**config.mk**
```make
export PLATFORM = sky130hd
export DESIGN_NAME = cvh_geom
export DESIGN_NICKNAME = d
export VERILOG_FILES = /design/src/hdl/cvh_pkg.sv /design/src/hdl/cvh_geom.sv
export SDC_FILE = /design/constraint.sdc
export NUM_CORES = 2
export LEC_CHECK = 0
export ABC_AREA = 1
export BUFFER_PORTS_ARGS = -buffer_cell sky130_fd_sc_hd__buf_2
export CORE_UTILIZATION = 43
export DETAILED_ROUTE_END_ITERATION = 6
export PLACE_DENSITY = 0.68
export SLEW_MARGIN = 10
export SYNTH_ARGS = -nofsm -noshare
export SYNTH_HDL_FRONTEND = slang
export SYNTH_SLANG_ARGS = --single-unit
```
**constraint.sdc**
```tcl
create_clock -name i_clk -period 5.8 [get_ports i_clk]
set_clock_uncertainty 0.2 [all_clocks]
set_input_delay 0.58 -clock i_clk [delete_from_list [all_inputs] [get_ports i_clk]]
set_output_delay 0.58 -clock i_clk [all_outputs]
set_load 0.01 [all_outputs]
```
**src/hdl/cvh_pkg.sv**
```systemverilog
// Shared codes and control types for the convex hull block.
// No dependencies; imported by cvh_geom and convex_hull_with_containment.
`default_nettype none
package cvh_pkg;
    // input item kinds
    localparam logic [1:0] KIND_LOAD  = 2'd0;
    localparam logic [1:0] KIND_BUILD = 2'd1;
    localparam logic [1:0] KIND_QUERY = 2'd2;

    // result item kinds
    localparam logic [1:0] RK_VERTEX  = 2'd0;
    localparam logic [1:0] RK_CONTAIN = 2'd1;
    localparam logic [1:0] RK_REFUSE  = 2'd2;

    // geometry unit operations
    typedef enum logic {
        GOP_CROSS = 1'b0,
        GOP_DOT   = 1'b1
    } t_gop;

    typedef struct packed {
        logic start;
        t_gop op;
    } t_geom_req;
endpackage
`default_nettype wire

```
**src/hdl/cvh_geom.sv**
```systemverilog
// Three-stage cross/dot product unit: (a-o)x(b-o) or (a-o).(b-o), exact.
// Depends on cvh_pkg.
`default_nettype none
module cvh_geom
    import cvh_pkg::*;
#(
    parameter int CB = 16
) (
    input  wire logic                     i_clk,
    input  wire logic                     i_rst_n,
    input  wire t_geom_req                i_req,
    input  wire logic signed [CB-1:0]     i_ax,
    input  wire logic signed [CB-1:0]     i_ay,
    input  wire logic signed [CB-1:0]     i_bx,
    input  wire logic signed [CB-1:0]     i_by,
    input  wire logic signed [CB-1:0]     i_ox,
    input  wire logic signed [CB-1:0]     i_oy,
    output logic                          o_done,
    output logic signed [2*CB+2:0]        o_val
);
    localparam int DW = CB + 1;
    localparam int MW = 2 * DW;
    localparam int GW = MW + 1;

    logic signed [DW-1:0] r_dax, r_day, r_dbx, r_dby;
    logic signed [MW-1:0] r_m1, r_m2;
    logic signed [GW-1:0] r_val;
    t_gop                 r_op1, r_op2;
    logic [2:0]           r_v;

    always_ff @(posedge i_clk) begin
        if (!i_rst_n) begin
            r_v <= '0;
        end else begin
            r_v <= {r_v[1:0], i_req.start};
        end
        // stage 1: offsets from the origin point
        if (i_req.start) begin
            r_dax <= $signed({i_ax[CB-1], i_ax}) - $signed({i_ox[CB-1], i_ox});
            r_day <= $signed({i_ay[CB-1], i_ay}) - $signed({i_oy[CB-1], i_oy});
            r_dbx <= $signed({i_bx[CB-1], i_bx}) - $signed({i_ox[CB-1], i_ox});
            r_dby <= $signed({i_by[CB-1], i_by}) - $signed({i_oy[CB-1], i_oy});
            r_op1 <= i_req.op;
        end
        // stage 2: two products
        r_op2 <= r_op1;
        if (r_op1 == GOP_CROSS) begin
            r_m1 <= r_dax * r_dby;
            r_m2 <= r_dbx * r_day;
        end else begin
            r_m1 <= r_dax * r_dbx;
            r_m2 <= r_day * r_dby;
        end
        // stage 3: combine
        if (r_op2 == GOP_CROSS) begin
            r_val <= $signed({r_m1[MW-1], r_m1}) - $signed({r_m2[MW-1], r_m2});
        end else begin
            r_val <= $signed({r_m1[MW-1], r_m1}) + $signed({r_m2[MW-1], r_m2});
        end
    end

    assign o_done = r_v[2];
    assign o_val  = r_val;
endmodule
`default_nettype wire

```
# [Yosys cells after proc, flatten, opt, wreduce, memory -nomap -nowiden]
# Index checks and enable logic that the tools add are counted.
[classes] muxes=3 addsub=6 multipliers=4
[op_table] cell="$mul 17x17->34" count=4
[op_table] cell="$mux 34" count=2
[op_table] cell="$sub 16x16->17" count=4
[op_table] cell="$add 34x34->35" count=1
[op_table] cell="$mux 35" count=1
[op_table] cell="$sub 34x34->35" count=1
[word_totals] regBits=176 output_inout_bits=36

# [Logic depth before layout (Yosys ltp)]
[depth] ltp_word=2 depth_mapped=30 ltp_nobuf=28

# [Worst setup path before layout]
# Ideal clock, no wire load.
[synth_path] path_kind="register to register" from="reg r_dax[16]" to="reg r_m1[25]" arrival_ns=5.492 required_time_ns=5.487 setup_ns=0.113 path_slack_ns=-0.005 period_less_slack_ns=5.805 path_stages_with_launch=22 n_path_buf=2 path_cell_list="edfxtp_1 > clkbuf_1 > clkbuf_1 > nand2_1 > inv_1 > fa_1 > fa_1 > fa_1 > fa_1 > fa_1 > inv_1 > fa_1 > inv_1 > ha_1 > nand2_1 > nor2_1 > nand2_1 > or2_1 > nand3_1 > nand2_1 > nand3_1 > nand2_1"
[synth_between] elab_chain_len=2
[synth_lines] element="start, declared" line="cvh_geom.sv:25" source="logic signed [DW-1:0] r_dax, r_day, r_dbx, r_dby;"
[synth_lines] element="start signal, assigned" line="cvh_geom.sv:39" source="r_dax <= $signed({i_ax[CB-1], i_ax}) - $signed({i_ox[CB-1], i_ox});"
[synth_lines] element="$mul 17x17->34 (on tied branches)" line="cvh_geom.sv:48, cvh_geom.sv:51"
[synth_lines] element="$mux 34 (*)" line="cvh_geom.sv:47" source="if (r_op1 == GOP_CROSS) begin"
[synth_lines] element="end signal, assigned" line="cvh_geom.sv:48" source="r_m1 <= r_dax * r_dby;"
[synth_lines] element="end signal, assigned" line="cvh_geom.sv:51" source="r_m1 <= r_dax * r_dbx;"
[synth_lines] element="end, declared" line="cvh_geom.sv:26" source="logic signed [MW-1:0] r_m1, r_m2;"
# Mark *: on every way between the ends. The rest lies on a longest branch, timed or not.
# A chain may end at the register's enable or synchronous reset.

# [Final worst setup path]
[layout_path] from="reg r_dbx[5]" to="reg r_m1[25]"
[layout_between] elab_chain_len=2
[layout_lines] element="start, declared" line="cvh_geom.sv:25"
[layout_lines] element="start signal, assigned" line="cvh_geom.sv:41" source="r_dbx <= $signed({i_bx[CB-1], i_bx}) - $signed({i_ox[CB-1], i_ox});"
[layout_lines] element="$mul 17x17->34" line="cvh_geom.sv:51"
[layout_lines] element="$mux 34" line="cvh_geom.sv:47"
# No other way between the ends.

==> impl_metrics.yaml <==
route:
  wl_met3_um: 12700
  routed.top_layer: "met5"
  via_per_inst: 4.98
  wl_per_cell_um: 18.2
  routedLengthMet1_um: 75500
  ant_nets: 0
  firstDrtPassIters: 6
  vias: 51200
  wl_um: 187000
  dr.first_iter.drc_count: 3665
  drc: 0
  routed-wl-met2_um: 90700
sta:
  rsz0062_at_grt: "yes"
  setup_tns_ns: -0.153
  timing.final.hold_violations: 0
  fin_ws_ns: -0.0517
  tightest_slew_ns: 1.01
  fmax_mhz: 171
  finalCritPeriodShare_pct: 101
  setup_viol: 5
  period_minus_slack_ns: 5.85
  relSlewSlack_pct: 32.7
  finalMaxSlewViolations: 0
floorplan:
  io_pins: 136
  die_w_um: 372
  core-area_um2: 136000
  die_area_um2: 138000
  rows: 135
  fp.dieH_um: 372
  start_util_pct: 43.4
placed_design:
  detailed_place_hpwl_um: 157000
  dpl_worst_slack_ns: -0.435
  dp_cells: 10200
  place.gp.congestion: 0.968
  io_buffers: 135
global_route:
  grt_antenna_before_repair: 5
  grt_pass1_wl_um: 296000
  grt_max_degree: 71
  overflow: 0
  grt_usage_pct: 27.8
  grt_pass1_vias: 54800
critical_path:
  cp_slowest_cell: "fa_2"
  crit_type: "reg2reg"
  cp_top_family: "adder cells"
  cp.arrival_ns: 6.14
  worst-path-max-fanout: 7
  crit_path_end_kind: "flip-flop"
  cp_num_buf_inv: 10
  startpoint_type: "flip-flop"
  cp_data_required_time_ns: 6.09
  max_stage_delay_ns: 0.55
clock_network:
  clk_latency_ns: 0.54
  clock_sinks: 176
  cts_buffer_depth: 2
  cts_tree: "done"
  cts_max_level: 4
  cts_root_buf: "clkbuf_16"
  cts_buffers: 17
  clk_pin_slew_ns: 0.10
final_layout:
  fin_cells: 10300
  drive_gt1_share_pct: 16.8
  final_nets: 10200
  fillers: 12800
  syn_to_final_growth_pct: 19.4
synthesis:
  synth_most_common_cell: "inv_1"
  yosys.cell_types.count: 57
  synth_top_area_share_pct: 40.4
  yosys-top-cells-count: "inv_1 (2261), nand2_1 (2145), fa_1 (1189), ha_1 (439), nor2_1 (321)"
  synth_nets: 9627
  synth_area_per_cell_um2: 7.46
  synth_seq_cells: 176
  synth-edff-count: 69
  synth-seq-area-share_pct: 7.15
  synth_ff_type: "dfxtp_1"
  yosys_warnings: 0
  syn_area_um2: 58900
  async_reset_ff_share_pct: 0
  synth_area_leaders: "fa_1 (40%), inv_1 (14%), nand2_1 (14%), ha_1 (9.3%), dfxtp_1 (3.6%)"
  synth_top_area_cell: "fa_1"
  syn_inst: 7899
status:
  violations: "negative setup slack"
  status: "finished, violations left"
flow_run:
  maxCapViolCount: 0
worst_hold_path:
  hold_class: "in2reg"
## sequential cells by signal (all words and copies together), names as in the netlist
signal and count:
o_val 35, r_dax 17, r_day 17, r_dbx 17, r_dby 17, r_m1 34, r_m2 34, r_op1 1
r_op2 1, r_v 3
## final cells by class
class | instances | area (um^2) | share of cell area, %
clock buffers | 17 | 425 | 0.605
clock inverters | 15 | 204 | 0.290
well taps | 1781 | 2230 | 3.17
flip-flops and latches | 176 | 4210 | 5.99
repair buffers | 850 | 7460 | 10.6
multi-input cells | 5161 | 47300 | 67.2
diodes | 1 | 2.50 | 0.00356
inverters | 2278 | 8550 | 12.2
## final timing paths
path / from / end / slack, ns / depth (start not counted)
setup reg to reg: r_dbx[5] / r_m1[25] / -0.05 / 27
setup / recovery: r_dbx[5] / r_m1[25] / -0.05 / 27
hold reg to reg: r_v[0] / r_v[1] / 0.22 / 2
hold / removal: i_rst_n / r_v[0] / 0.05 / 3
## metal layers
layer,vias to the layer above,GRT usage [%]
met3,412,4.21
met4,2,11.5
li1,24000,-
met1,25100,34.4
met5,-,0
met2,1701,48.1
## cells in the final DEF, fill, tap and decap left out, drive strengths merged, types with 37 or more instances in the layout
cell    instances
a21oi         244
nand4          63
xor2           91
edfxtp         69
nor3           38
nand3         256
inv          2283
ha            439
o21ai         157
dfxtp         107
xnor2          37
buf           845
nand2        2162
fa           1189
nor2          341
## repair_timing
action	4_1_cts	5_1_grt
pin swaps	108	144
endpoints found under the setup margin	41	46
cloned	4	3
setup buffers	44	45
gates resized for setup	297	333
hold buffers	0	0
## cells by family (layout without fill, tap and decap cells)
kind of cell             Yosys count  in the layout  synth area share [%]
XOR/XNOR                         128            128                  1.90
buffers and inverters           2562           3160                  16.3
adder cells (fa/ha/maj)         1628           1628                  49.7
flip-flops                       176            176                  7.15
AO/OA/AOI/OAI                    489            489                  4.72
multiplexers                       2              2                0.0340
AND/OR/NAND/NOR                 2914           2914                  20.1
other                              0              1                     0
## per-stage QoR
stage	hold WS (ns)	utilization, %	area [um^2]
final	0.0507	51.9	70400
after global routing	0.0454	51.9	70400
after CTS	0.0121	50.7	68800
after detailed placement	0.209	48.9	66400
after global placement	0.193	48.9	66400
after floorplan	0.143	-	58900
## worst min-delay path, delay by kind of cell
| family | cells | cell delay [ns] |
|---|---|---|
| simple gates | 1 | 0.05 |
| buf+inv | 2 | 0.14 |
Power is left out: the tool's default activity adds up to more than one toggle a clock period on the data nets, which glitch-free logic cannot reach.
